`src/rtl/dense_layer_mac_core_macros.svh`:
```
// ----------------------------------------------------------------------------
// dense_layer_mac_core assertion macros
// Concurrent assertion helpers, clocked on clk and held off while rst_n is low.
// ----------------------------------------------------------------------------
`ifndef DENSE_LAYER_MAC_CORE_MACROS_SVH
`define DENSE_LAYER_MAC_CORE_MACROS_SVH

`ifndef SYNTHESIS
// condition holds at every edge out of reset
`define DLM_ASSERT(lbl, cond) \
  lbl: assert property (@(posedge clk) disable iff (!rst_n) (cond)) \
    else $error("dense layer mac: invariant violated");
// consequent holds in the cycle after antecedent
`define DLM_ASSERT_NEXT(lbl, ante, cons) \
  lbl: assert property (@(posedge clk) disable iff (!rst_n) (ante) |=> (cons)) \
    else $error("dense layer mac: sequence violated");
`else
`define DLM_ASSERT(lbl, cond)
`define DLM_ASSERT_NEXT(lbl, ante, cons)
`endif

`endif

```
`src/rtl/dlm_pkg.sv`:
```
// ----------------------------------------------------------------------------
// dlm_pkg
// Shared constants, codes and types of the dense layer multiply-accumulate core.
// ----------------------------------------------------------------------------
package dlm_pkg;

  // sizing
  localparam int MAX_INPUTS  = 64;
  localparam int MAX_NEURONS = 64;
  localparam int ADDR_W      = $clog2(MAX_INPUTS);
  localparam int COL_W       = $clog2(MAX_INPUTS + 1);
  localparam int ROW_W       = $clog2(MAX_NEURONS + 1);

  // field widths
  localparam int DATA_W    = 16;
  localparam int PROD_W    = 2 * DATA_W;
  localparam int ACC_W     = 40;
  localparam int FRAC_BITS = 12;
  localparam int SHIFT_W   = ACC_W - FRAC_BITS;
  localparam int CFG_W     = 7;
  localparam int SLOT_W    = 6;
  localparam int NEURON_W  = 6;
  localparam int CFG_IDX_W = 1;

  // saturation bounds
  localparam logic signed [DATA_W-1:0] SAT_MAX = 16'sh7fff;
  localparam logic signed [DATA_W-1:0] SAT_MIN = 16'sh8000;

  // register indexes
  typedef logic [CFG_IDX_W-1:0] cfg_idx_t;
  localparam cfg_idx_t REG_INPUTS  = 1'b0;
  localparam cfg_idx_t REG_NEURONS = 1'b1;

  // reset values of the count registers
  localparam logic [CFG_W-1:0] INPUTS_RST  = 7'd32;
  localparam logic [CFG_W-1:0] NEURONS_RST = 7'd64;

  // input word opcodes
  localparam logic OP_LOAD   = 1'b0;
  localparam logic OP_WEIGHT = 1'b1;

  // control travelling with a weight word
  typedef struct packed {
    logic                first;
    logic                done;
    logic                last;
    logic [NEURON_W-1:0] neuron;
  } item_ctl_t;

  // zero acts as one, above the maximum acts as the maximum
  function automatic int clamp_count(input logic [CFG_W-1:0] v, input int maxv);
    int r;
    r = int'(v);
    if (r == 0) begin
      r = 1;
    end else if (r > maxv) begin
      r = maxv;
    end
    return r;
  endfunction

endpackage

```
`src/rtl/dlm_ram.sv`:
```
// ----------------------------------------------------------------------------
// dlm_ram
// Generic single-write, single-read RAM with registered read data.
// ----------------------------------------------------------------------------
module dlm_ram #(
  parameter int WIDTH = 16,
  parameter int DEPTH = 64
) (
  input  logic                     clk,
  input  logic                     we,
  input  logic [$clog2(DEPTH)-1:0] waddr,
  input  logic [WIDTH-1:0]         wdata,
  input  logic                     re,
  input  logic [$clog2(DEPTH)-1:0] raddr,
  output logic [WIDTH-1:0]         rdata
);

  logic [WIDTH-1:0] mem [DEPTH];
  logic [WIDTH-1:0] rdata_r;

  // write port
  always_ff @(posedge clk) begin
    if (we) begin
      mem[waddr] <= wdata;
    end
  end

  // registered read port
  always_ff @(posedge clk) begin
    if (re) begin
      rdata_r <= mem[raddr];
    end
  end

  assign rdata = rdata_r;

endmodule

```
`src/rtl/dlm_seq.sv`:
```
// ----------------------------------------------------------------------------
// dlm_seq
// Input side: count registers, column and row counters, store access and the
// first pipeline register for weight words.
// ----------------------------------------------------------------------------
`include "dense_layer_mac_core_macros.svh"

module dlm_seq (
  input  logic                           clk,
  input  logic                           rst_n,
  input  logic                           cfg_we,
  input  dlm_pkg::cfg_idx_t              cfg_index,
  input  logic [dlm_pkg::CFG_W-1:0]      cfg_wdata,
  input  logic                           in_valid,
  input  logic                           in_op,
  input  logic [dlm_pkg::SLOT_W-1:0]     in_slot,
  input  logic signed [dlm_pkg::DATA_W-1:0] in_value,
  input  logic signed [dlm_pkg::DATA_W-1:0] in_bias,
  input  logic                           adv,
  output logic                           ram_we,
  output logic [dlm_pkg::ADDR_W-1:0]     ram_waddr,
  output logic [dlm_pkg::DATA_W-1:0]     ram_wdata,
  output logic                           ram_re,
  output logic [dlm_pkg::ADDR_W-1:0]     ram_raddr,
  output logic                           s1_vld,
  output dlm_pkg::item_ctl_t             s1_ctl,
  output logic signed [dlm_pkg::DATA_W-1:0] s1_value,
  output logic signed [dlm_pkg::DATA_W-1:0] s1_bias
);
  import dlm_pkg::*;

  logic [CFG_W-1:0]         inputs_r;
  logic [CFG_W-1:0]         neurons_r;
  logic [COL_W-1:0]         column_r;
  logic [COL_W-1:0]         column_nxt;
  logic [ROW_W-1:0]         row_r;
  logic [ROW_W-1:0]         row_nxt;
  logic [COL_W-1:0]         n_in;
  logic [ROW_W-1:0]         n_neu;
  logic [COL_W-1:0]         col_inc;
  logic [ROW_W-1:0]         row_inc;
  logic                     accept;
  logic                     wt_acc;
  logic                     row_done;
  logic                     layer_last;
  logic                     s1_vld_r;
  item_ctl_t                s1_ctl_r;
  logic signed [DATA_W-1:0] s1_value_r;
  logic signed [DATA_W-1:0] s1_bias_r;

  // configuration writes
  always_ff @(posedge clk) begin
    if (!rst_n) begin
      inputs_r  <= INPUTS_RST;
      neurons_r <= NEURONS_RST;
    end else if (cfg_we) begin
      unique case (cfg_index)
        REG_INPUTS:  inputs_r  <= cfg_wdata;
        REG_NEURONS: neurons_r <= cfg_wdata;
        default: ;
      endcase
    end
  end

  // counts in force
  assign n_in  = COL_W'(clamp_count(inputs_r, MAX_INPUTS));
  assign n_neu = ROW_W'(clamp_count(neurons_r, MAX_NEURONS));

  // handshake
  assign accept = in_valid && adv;
  assign wt_acc = accept && (in_op == OP_WEIGHT);

  // column and row stepping
  assign col_inc    = column_r + COL_W'(1);
  assign row_inc    = row_r + ROW_W'(1);
  assign row_done   = (col_inc >= n_in);
  assign layer_last = (row_inc >= n_neu);
  assign column_nxt = row_done ? '0 : col_inc;
  assign row_nxt    = !row_done ? row_r : (layer_last ? '0 : row_inc);

  always_ff @(posedge clk) begin
    if (!rst_n) begin
      column_r <= '0;
      row_r    <= '0;
    end else if (wt_acc) begin
      column_r <= column_nxt;
      row_r    <= row_nxt;
    end
  end

  // activation store access
  assign ram_we    = accept && (in_op == OP_LOAD) && (int'(in_slot) < MAX_INPUTS);
  assign ram_waddr = ADDR_W'(in_slot);
  assign ram_wdata = in_value;
  assign ram_re    = wt_acc;
  assign ram_raddr = column_r[ADDR_W-1:0];

  // first stage register
  always_ff @(posedge clk) begin
    if (!rst_n) begin
      s1_vld_r <= 1'b0;
    end else if (adv) begin
      s1_vld_r <= wt_acc;
    end
  end

  always_ff @(posedge clk) begin
    if (wt_acc) begin
      s1_ctl_r.first  <= (column_r == '0);
      s1_ctl_r.done   <= row_done;
      s1_ctl_r.last   <= layer_last;
      s1_ctl_r.neuron <= row_r[NEURON_W-1:0];
      s1_value_r      <= in_value;
      s1_bias_r       <= in_bias;
    end
  end

  assign s1_vld   = s1_vld_r;
  assign s1_ctl   = s1_ctl_r;
  assign s1_value = s1_value_r;
  assign s1_bias  = s1_bias_r;

  // counters stay inside the store and the layer
  `DLM_ASSERT(a_column_range, column_r < COL_W'(MAX_INPUTS))
  `DLM_ASSERT(a_row_range, row_r < ROW_W'(MAX_NEURONS))

endmodule

```
`src/rtl/dlm_mac.sv`:
```
// ----------------------------------------------------------------------------
// dlm_mac
// Multiply-accumulate on the 40-bit accumulator, then shift, saturate and
// hold the result word in the output register.
// ----------------------------------------------------------------------------
`include "dense_layer_mac_core_macros.svh"

module dlm_mac (
  input  logic                              clk,
  input  logic                              rst_n,
  input  logic                              s1_vld,
  input  dlm_pkg::item_ctl_t                s1_ctl,
  input  logic signed [dlm_pkg::DATA_W-1:0] s1_value,
  input  logic signed [dlm_pkg::DATA_W-1:0] s1_bias,
  input  logic signed [dlm_pkg::DATA_W-1:0] act_rd,
  input  logic                              out_stall,
  output logic                              adv,
  output logic                              out_valid,
  output logic [dlm_pkg::NEURON_W-1:0]      out_neuron,
  output logic signed [dlm_pkg::DATA_W-1:0] out_activation,
  output logic                              out_clipped,
  output logic                              out_final_res
);
  import dlm_pkg::*;

  logic signed [PROD_W-1:0]  prod;
  logic signed [ACC_W-1:0]   base;
  logic signed [ACC_W-1:0]   acc_r;
  logic signed [ACC_W-1:0]   acc_nxt;
  logic                      s2_vld_r;
  logic                      s2_last_r;
  logic [NEURON_W-1:0]       s2_neuron_r;
  logic signed [SHIFT_W-1:0] shifted;
  logic signed [DATA_W-1:0]  sat_val;
  logic                      sat_clip;
  logic                      out_vld_r;
  logic [NEURON_W-1:0]       out_neuron_r;
  logic signed [DATA_W-1:0]  out_act_r;
  logic                      out_clip_r;
  logic                      out_last_r;
  logic                      at_rail;

  // the whole pipe moves when the output register is free
  assign adv = !out_vld_r || !out_stall;

  // multiply-accumulate, bias seeds the first column
  assign prod    = act_rd * s1_value;
  assign base    = s1_ctl.first ? ACC_W'(s1_bias) : acc_r;
  assign acc_nxt = base + ACC_W'(prod);

  always_ff @(posedge clk) begin
    if (!rst_n) begin
      acc_r <= '0;
    end else if (adv && s1_vld) begin
      acc_r <= acc_nxt;
    end
  end

  // row-complete marker alongside the accumulator
  always_ff @(posedge clk) begin
    if (!rst_n) begin
      s2_vld_r <= 1'b0;
    end else if (adv) begin
      s2_vld_r <= s1_vld && s1_ctl.done;
    end
  end

  always_ff @(posedge clk) begin
    if (adv && s1_vld) begin
      s2_last_r   <= s1_ctl.last;
      s2_neuron_r <= s1_ctl.neuron;
    end
  end

  // arithmetic shift and saturation to int16
  assign shifted = $signed(acc_r[ACC_W-1:FRAC_BITS]);

  always_comb begin
    sat_clip = 1'b1;
    if (shifted > SHIFT_W'(SAT_MAX)) begin
      sat_val = SAT_MAX;
    end else if (shifted < SHIFT_W'(SAT_MIN)) begin
      sat_val = SAT_MIN;
    end else begin
      sat_val  = shifted[DATA_W-1:0];
      sat_clip = 1'b0;
    end
  end

  // output register
  always_ff @(posedge clk) begin
    if (!rst_n) begin
      out_vld_r <= 1'b0;
    end else if (adv) begin
      out_vld_r <= s2_vld_r;
    end
  end

  always_ff @(posedge clk) begin
    if (adv && s2_vld_r) begin
      out_neuron_r <= s2_neuron_r;
      out_act_r    <= sat_val;
      out_clip_r   <= sat_clip;
      out_last_r   <= s2_last_r;
    end
  end

  assign out_valid      = out_vld_r;
  assign out_neuron     = out_neuron_r;
  assign out_activation = out_act_r;
  assign out_clipped    = out_clip_r;
  assign out_final_res  = out_last_r;

  // held value sits on one of the int16 rails
  assign at_rail = (out_act_r == SAT_MAX) || (out_act_r == SAT_MIN);

  // a finished row always lands in the output register
  `DLM_ASSERT_NEXT(a_row_to_out, s2_vld_r && adv, out_vld_r)
  // a clipped word carries a rail value
  `DLM_ASSERT(a_clip_rail, !(out_vld_r && out_clip_r) || at_rail)

endmodule

```
`src/rtl/dense_layer_mac_core.sv`:
```
// ----------------------------------------------------------------------------
// dense_layer_mac_core
// Streaming int16 fully connected layer with a 40-bit accumulator.
// ----------------------------------------------------------------------------
// Usage:
//   Input channel (in_valid / in_stall): a load word (in_op = 0) writes
//   in_value into activation slot in_slot; a weight word (in_op = 1) carries
//   the next weight in row-major order, and in_bias is taken on the first
//   weight of each row. Load words give no result.
//   Output channel (out_valid / out_stall): one word per finished row with
//   neuron index, shifted and saturated sum, clip flag and last-neuron flag.
//   Config port: cfg_we with cfg_index 0 sets inputs per row, 1 sets neurons.
//   Throughput: one word per cycle, loads and weights alike, while in_stall is low.
//   Result path: after the last weight of a row is accepted, the store read and
//   first stage register take it on the accepting edge, then it is accumulated,
//   then shifted and saturated into the output register.
//   Stall: while out_stall holds a waiting result, the whole pipe freezes
//   and in_stall is raised; with the output free, in_stall stays low.
//   Reset (synchronous, rst_n low): counters and accumulator clear, counts go
//   to 32 inputs and 64 neurons; the activation store is not cleared.
// ----------------------------------------------------------------------------
module dense_layer_mac_core (
  input  logic                              clk,
  input  logic                              rst_n,
  input  logic                              cfg_we,
  input  dlm_pkg::cfg_idx_t                 cfg_index,
  input  logic [dlm_pkg::CFG_W-1:0]         cfg_wdata,
  input  logic                              in_valid,
  output logic                              in_stall,
  input  logic                              in_op,
  input  logic [dlm_pkg::SLOT_W-1:0]        in_slot,
  input  logic signed [dlm_pkg::DATA_W-1:0] in_value,
  input  logic signed [dlm_pkg::DATA_W-1:0] in_bias,
  output logic                              out_valid,
  input  logic                              out_stall,
  output logic [dlm_pkg::NEURON_W-1:0]      out_neuron,
  output logic signed [dlm_pkg::DATA_W-1:0] out_activation,
  output logic                              out_clipped,
  output logic                              out_final_res
);
  import dlm_pkg::*;

  logic                     adv;
  logic                     ram_we;
  logic [ADDR_W-1:0]        ram_waddr;
  logic [DATA_W-1:0]        ram_wdata;
  logic                     ram_re;
  logic [ADDR_W-1:0]        ram_raddr;
  logic [DATA_W-1:0]        ram_rdata;
  logic                     s1_vld;
  item_ctl_t                s1_ctl;
  logic signed [DATA_W-1:0] s1_value;
  logic signed [DATA_W-1:0] s1_bias;

  assign in_stall = !adv;

  // counters and first stage
  dlm_seq u_seq (
    .clk       (clk),
    .rst_n     (rst_n),
    .cfg_we    (cfg_we),
    .cfg_index (cfg_index),
    .cfg_wdata (cfg_wdata),
    .in_valid  (in_valid),
    .in_op     (in_op),
    .in_slot   (in_slot),
    .in_value  (in_value),
    .in_bias   (in_bias),
    .adv       (adv),
    .ram_we    (ram_we),
    .ram_waddr (ram_waddr),
    .ram_wdata (ram_wdata),
    .ram_re    (ram_re),
    .ram_raddr (ram_raddr),
    .s1_vld    (s1_vld),
    .s1_ctl    (s1_ctl),
    .s1_value  (s1_value),
    .s1_bias   (s1_bias)
  );

  // activation store
  dlm_ram #(
    .WIDTH (DATA_W),
    .DEPTH (MAX_INPUTS)
  ) u_store (
    .clk   (clk),
    .we    (ram_we),
    .waddr (ram_waddr),
    .wdata (ram_wdata),
    .re    (ram_re),
    .raddr (ram_raddr),
    .rdata (ram_rdata)
  );

  // accumulate and output
  dlm_mac u_mac (
    .clk            (clk),
    .rst_n          (rst_n),
    .s1_vld         (s1_vld),
    .s1_ctl         (s1_ctl),
    .s1_value       (s1_value),
    .s1_bias        (s1_bias),
    .act_rd         ($signed(ram_rdata)),
    .out_stall      (out_stall),
    .adv            (adv),
    .out_valid      (out_valid),
    .out_neuron     (out_neuron),
    .out_activation (out_activation),
    .out_clipped    (out_clipped),
    .out_final_res  (out_final_res)
  );

endmodule
```
`config.mk`:
```
export PLATFORM = sky130hd
export DESIGN_NAME = dense_layer_mac_core
export DESIGN_NICKNAME = d
export VERILOG_FILES = /design/src/rtl/dlm_pkg.sv /design/src/rtl/dlm_ram.sv /design/src/rtl/dlm_seq.sv /design/src/rtl/dlm_mac.sv /design/src/rtl/dense_layer_mac_core.sv
export VERILOG_INCLUDE_DIRS = /design/src /design/src/rtl
export SDC_FILE = /design/constraint.sdc
export NUM_CORES = 2
export LEC_CHECK = 0
export BUFFER_PORTS_ARGS = -buffer_cell sky130_fd_sc_hd__buf_2
export CORE_MARGIN = 10
export CORE_UTILIZATION = 55
export CTS_CLUSTER_SIZE = 28
export DETAILED_ROUTE_END_ITERATION = 10
export PLACE_DENSITY = 0.71
export SETUP_SLACK_MARGIN = 0.05
export SLEW_MARGIN = 20
export SYNTH_ARGS = -nofsm -noshare
export SYNTH_HDL_FRONTEND = slang
export SYNTH_SLANG_ARGS = --single-unit
```
`constraint.sdc`:
```
create_clock -name clk -period 11.9 [get_ports clk]
set_input_delay 1.19 -clock clk [delete_from_list [all_inputs] [get_ports clk]]
set_output_delay 1.19 -clock clk [all_outputs]
set_load 0.05 [all_outputs]
```
## After elaboration in Yosys (flattened, before gate mapping)

Memory sizes are Yosys's and may differ from the RTL's. A register that Yosys moved wholly into a read port is not among the register bits.
Cells that the tools add are included.

| cells by class | value |
|---|---|
| add/subtract/negate cells | 3 |
| multipliers | 1 |
| divide/modulo/power cells | 0 |
| order comparisons | 6 |
| equality and inequality tests | 0 |
| shift-type cells | 0 |
| mux-type cells | 11 |
| bitwise gates (word level) | 2 |
| reductions and logical operators | 16 |

Operator list:

| kind | number |
|---|---|
| 7-bit 2-to-1 mux | 6 |
| 40-bit by 32-bit adder with 40-bit output | 1 |
| 40-bit 2-to-1 mux | 1 |
| 16-bit by 16-bit multiplier with 32-bit output | 1 |
| 28-bit by 16-bit > comparator with 1-bit output (second input constant) | 1 |
| 28-bit by 16-bit less-than comparator with 1-bit output (second input constant) | 1 |
| 7-bit zero test | 3 |
| 16-bit 2-to-1 mux | 1 |
| 7-bit by 1-bit adder with 7-bit output (second input constant) | 2 |
| 7-bit >= comparator | 2 |
| 7-bit > comparator (second input constant) | 2 |
| 1-bit logical AND | 6 |
| 2-bit AND reduction | 3 |
| 1-bit zero test | 3 |
| 1-bit 2-to-1 mux | 3 |
| 1-bit NOT | 2 |
| 1-bit logical OR | 1 |

| storage, ports and cells | value |
|---|---|
| register bits | 143 |
| latch bits | 0 |
| RAM bits | 1,024 |
| bits in read-only memories | 0 |
| bits of input ports | 52 |
| output and inout port bits | 26 |
| memories kept | 1 |

Memories:

| memory | words | bits a word | read ports | clocked after memory_dff | wr ports | line | text |
|---|---|---|---|---|---|---|---|
| u_store.mem | 64 | 16 | 1 | 1 | 1 | dlm_ram.sv:18 | `logic [WIDTH-1:0] mem [DEPTH];` |

## Depth between registers and ports, before layout

| depth | value |
|---|---|
| depth in word-level cells | 6 |
| depth in mapped cells | 24 |
| mapped depth without buffers | 24 |

## Cells and area by module

From an unflattened synthesis, not the netlist that was laid out.

| second synthesis, totals | value |
|---|---|
| cells, all modules | 3,768 |
| area total of the unflattened synthesis | 58,833.9 um^2 |

By module, submodules not included:

| module | instances | cells an instance | area an instance (um^2) | seq. area each (um^2) |
|---|---|---|---|---|
| dlm_ram | 1 | 1,829 | 40,202.3 | 31,230.0 |
| dlm_mac | 1 | 1,651 | 15,401.0 | 1,771.7 |
| dlm_seq | 1 | 287 | 3,226.8 | 1,811.7 |
| dense_layer_mac_core | 1 | 1 | 3.8 | 0.0 |

## Worst setup path after synthesis

No wires, ideal clock.

| path | value |
|---|---|
| path kind | register to register |
| from | register u_store.rdata_r[15], in the netlist u_store.rdata[15] (read register of u_store.mem) |
| to | register u_mac.acc_r[38] |
| library setup time | 0.118 ns |
| data arrival time | 6.465 ns |
| data required time | 11.782 ns |
| setup slack | 5.317 ns |
| cell stages (with the launch flop) | 25 |
| clock period less this slack | 6.583 ns |
| cells stage by stage | edfxtp_1 > clkbuf_1 > nand2_1 > inv_1 > fa_1 > fa_1 > inv_1 > fa_1 > fa_1 > inv_1 > fa_1 > inv_1 > fa_1 > inv_1 > ha_1 > clkbuf_1 > a41o_1 > a221o_1 > a21oi_1 > nand3_1 > a21oi_1 > o21ai_1 > a311oi_1 > xor2_1 > o21ai_1 |

| between the ends | value |
|---|---|
| longest elaborated chain between the ends | 2 |

RTL lines:

| item | line | text |
|---|---|---|
| start: declaration | dlm_ram.sv:19 | `logic [WIDTH-1:0] rdata_r;` |
| 16-bit by 16-bit multiplier with 32-bit output | dlm_mac.sv:47 | `assign prod = act_rd * s1_value;` |
| 40-bit by 32-bit adder with 40-bit output | dlm_mac.sv:49 | `assign acc_nxt = base + ACC_W'(prod);` |
| end signal: assignment | dlm_mac.sv:55 | `acc_r <= acc_nxt;` |
| end: declaration | dlm_mac.sv:28 | `logic signed [ACC_W-1:0] acc_r;` |

Every way passes these cells.
A chain may end at the register's enable or synchronous reset.

## Worst setup path in the final report

| path | value |
|---|---|
| from | register u_store.rdata_r[15], in the netlist u_store.rdata[15] (read register of u_store.mem) |
| to | register u_mac.acc_r[39] |

The elaborated chain is that of the path after synthesis.

==> qor.tcl <==
set qor(floorplan.rows) 118
set qor(maximum_vdd_drop_mv) 0.326
set qor(power.total_mw) 15.2
set qor(unrepaired_setup_endpoints_after_global_routing) {false}
set qor(synth.yosys.warnings) 0
set qor(worst_hold_path_type) {flop to flop}
set qor(max_cap_viol_count) 0
set qor(power_density_nw_per_um2) 239
set qor(tritoncts.num_buffers) 115
set qor(dieHeight_um) 344
set qor(place_area_um2) 60000
set qor(post_synth_main_area_contributors) {edfxtp_1 58%, mux4_2 12%, fa_1 11%}
set qor(dr_vias_cell) 5.93
set qor(die_area_um2) 118000
set qor(highest_fanout_seen_on_the_critical_path) 16
set qor(routed_wire_length_per_instance_um) 25.5
set qor(synth_seq_area_share_pct) 60.3
set qor(fin_util_pct) 61.3
set qor(grt_pass1_wl_mm) 200
set qor(htreeDepth) 3
set qor(worst_pin_slew_ps) 1070
set qor(clk-insertion-delay-late_ps) 730
set qor(grt_start_max_net_pins) 120
set qor(number_of_clock_sinks_seen_by_cts) 1183
set qor(synth_flop_cell) {edfxtp_1}
set qor(postRouteAntennaNets) 0
set qor(dp.cells) 4892
set qor(die_x_um) 344
set qor(post_synth_instance_area_um2) 57700
set qor(dp_slack_ps) 4770
set qor(drc) 0
set qor(setup-violations-final) 0
set qor(first_global_vias) 31217
set qor(clk_transition_reported_paths_ps) 60
set qor(post_layout_nonfiller_instances) 5100
set qor(synth_area_leader) {edfxtp_1}
set qor(cp_class) {flop to flop}
set qor(syn_inst) 3486
set qor(antenna_violations_before_repair) 7
set qor(achievable-frequency_ghz) 0.139
set qor(detailed_routing_iteration_count_for_the_pre_antenna_repair_pass) 5
set qor(crit_path_start_kind) {flop}
set qor(post-synth-top-area-fraction_pct) 57.8
set qor(clock_buffer_depth) 3
set qor(seqCellArea_um2) 34800
set qor(fin_area_um2) 63700
set qor(edff_count_synth) 1112
set qor(outcome) {finished, final reports clean}
set qor(initialDrtViolationCount) 3209
set qor(final_critical_path_setup_slack_ps) 4720
set qor(finalCriticalPeriod_ps) 7180
set qor(nNetsFinal) 4143
set qor(fin_setup_tns_ps) 0
set qor(grt_use_total_pct) 22.5
set qor(cts_tree) {done}
set qor(worstPathRequired_ps) 12420
set qor(min_period_over_period_pct) 60.3
set qor(area_growth_from_synthesis_to_final_layout_pct) 10.4
set qor(overall_overflow_remaining_after_global_route) 0
set qor(holdBufCountCts) 0
set qor(synth-seq-cells) 1183
set qor(core-area_um2) 104000
set qor(synth.distinct_cells) 65
set qor(initial_cell_density_of_the_core_pct) 55.5
set qor(dpl.hpwl_mm) 83.9
set qor(mostFrequentLayoutCells) {1,112 x edfxtp_1, 429 x inv_1, 330 x fa_1}
set qor(maxSlewViolCount) 0
set qor(clock-skew-final_ps) 70.4
set qor(detail_route.wirelength_mm) 130
set qor(finalHoldViolCount) 0
set qor(io_pins) 78
set qor(most_common_library_cell_in_the_layout_ignoring_fill_and_taps) {edfxtp_1}
set qor(holdWs_ps) 417
set qor(setup_fix_bufs_post_cts) 0
set qor(gp_congestion) 0.850
set qor(leakage_component_of_the_power_nw) 22.6
set qor(port-buffer-count) 77
set qor(critPathCaptureType) {flop}
set qor(drive_above_1_share_pct) 18.8
set qor(synthesis.area_per_instance_um2) 16.6
set qor(multi_input_area_um2) 20700
set qor(root_buffer) {clkbuf_16}
set qor(cts-resized-gates) 0
set qor(async_flop_share_pct) 0
set qor(final.fill_count) 7537
set qor(crit_arrival_ps) 7700
set qor(mappedNetlistNets) 4000
set qor(route.vias.total) 30254
set qor(max-slew-margin-rel_pct) 28.8
sequential cells by signal, indices dropped and copies added, names as in the netlist:
| name | cells |
|---|---|
| u_seq.s1_bias | 16 |
| u_mac.out_activation | 16 |
| u_store.rdata | 16 |
| u_seq.s1_value | 16 |
| u_mac.out_final_res | 1 |
| u_mac.out_clipped | 1 |
| u_seq.s1_vld | 1 |
| u_mac.s2_neuron_r | 6 |
| u_mac.out_valid | 1 |
| u_seq.column_r | 7 |
| u_store.mem | 1024 |
| u_seq.s1_ctl | 9 |
| u_mac.s2_vld_r | 1 |
| u_seq.inputs_r | 7 |
| u_mac.s2_last_r | 1 |
| u_mac.acc_r | 40 |
| u_mac.out_neuron | 6 |
| u_seq.row_r | 7 |
| u_seq.neurons_r | 7 |
worst max-delay path, stage by stage, from the launching register on:
cell and delay (ps):
edfxtp_1 630, nand2_1 260, inv_1 90, fa_1 770, fa_1 460, inv_1 310
fa_1 560, inv_1 190, fa_1 500, fa_1 550, inv_1 50, fa_1 470
inv_1 40, ha_1 340, a41o_1 220, a221o_1 390, a21oi_1 160, nor2b_1 60
o21ai_1 200, o311ai_4 140, a211oi_1 330, or4_1 170, o311ai_1 90
where the power goes:
part / internal [mW] / total (mW) / switching [mW]
sequential: 4.62 / 4.67 / 0.0561
clock: 1.98 / 3.54 / 1.56
combinational: 2.92 / 7.01 / 4.09
cells by family after synthesis:
logic type,after synthesis,synth area share [%]
DFF,1183,60.3
and+or+nand+nor,600,4.86
buffers and inverters,583,3.85
adders and majority gates,462,14.3
muxes,368,13.3
AOI/OAI and AO/OA,244,2.65
xor gates and xnor gates,46,0.698
cell usage after synthesis (all sizes together) (7+ instances only):
master	number
a21o	17
a21oi	87
and2	119
buf	56
clkbuf	95
dfxtp	71
edfxtp	1112
fa	330
ha	132
inv	432
mux2	23
mux2i	27
mux4	318
nand2	233
nand3	46
nand3b	7
nand4	10
nor2	130
nor2b	7
nor3	19
o21a	21
o21ai	56
o221ai	8
o22ai	7
xnor2	28
xor2	18
path summary, 6_finish.rpt:
check                         to  cells after the start  slack [ps]                  from
max              u_mac.acc_r[39]                     22        4720     u_store.rdata[15]
min          u_mac.out_neuron[3]                      0         420  u_mac.s2_neuron_r[3]
max reg2reg      u_mac.acc_r[39]                     22        4720     u_store.rdata[15]
min reg2reg  u_mac.out_neuron[3]                      0         420  u_mac.s2_neuron_r[3]
final cells by class:
cell class	count	share of cell area, %
diodes	3	0.0118
well taps	1380	2.71
flip-flops and latches	1183	54.7
clock inverters	72	1.12
multi-input cells	1720	32.5
clock buffers	133	4.64
inverters	432	2.55
repair buffers	177	1.84
layer usage:
layer  routed length (µm)  part of all wire, %  global-route usage, %  up-vias
met5                   30                0.023                      0        -
met4                 3690                  2.8                   6.43        4
met3                 9390                  7.2                   4.07      203
met2                63000                   48                   36.2     1228
met1                53900                   41                   31.6    15790
li1                     -                    -                      -    13029
Power figures use the tool's default switching activity.
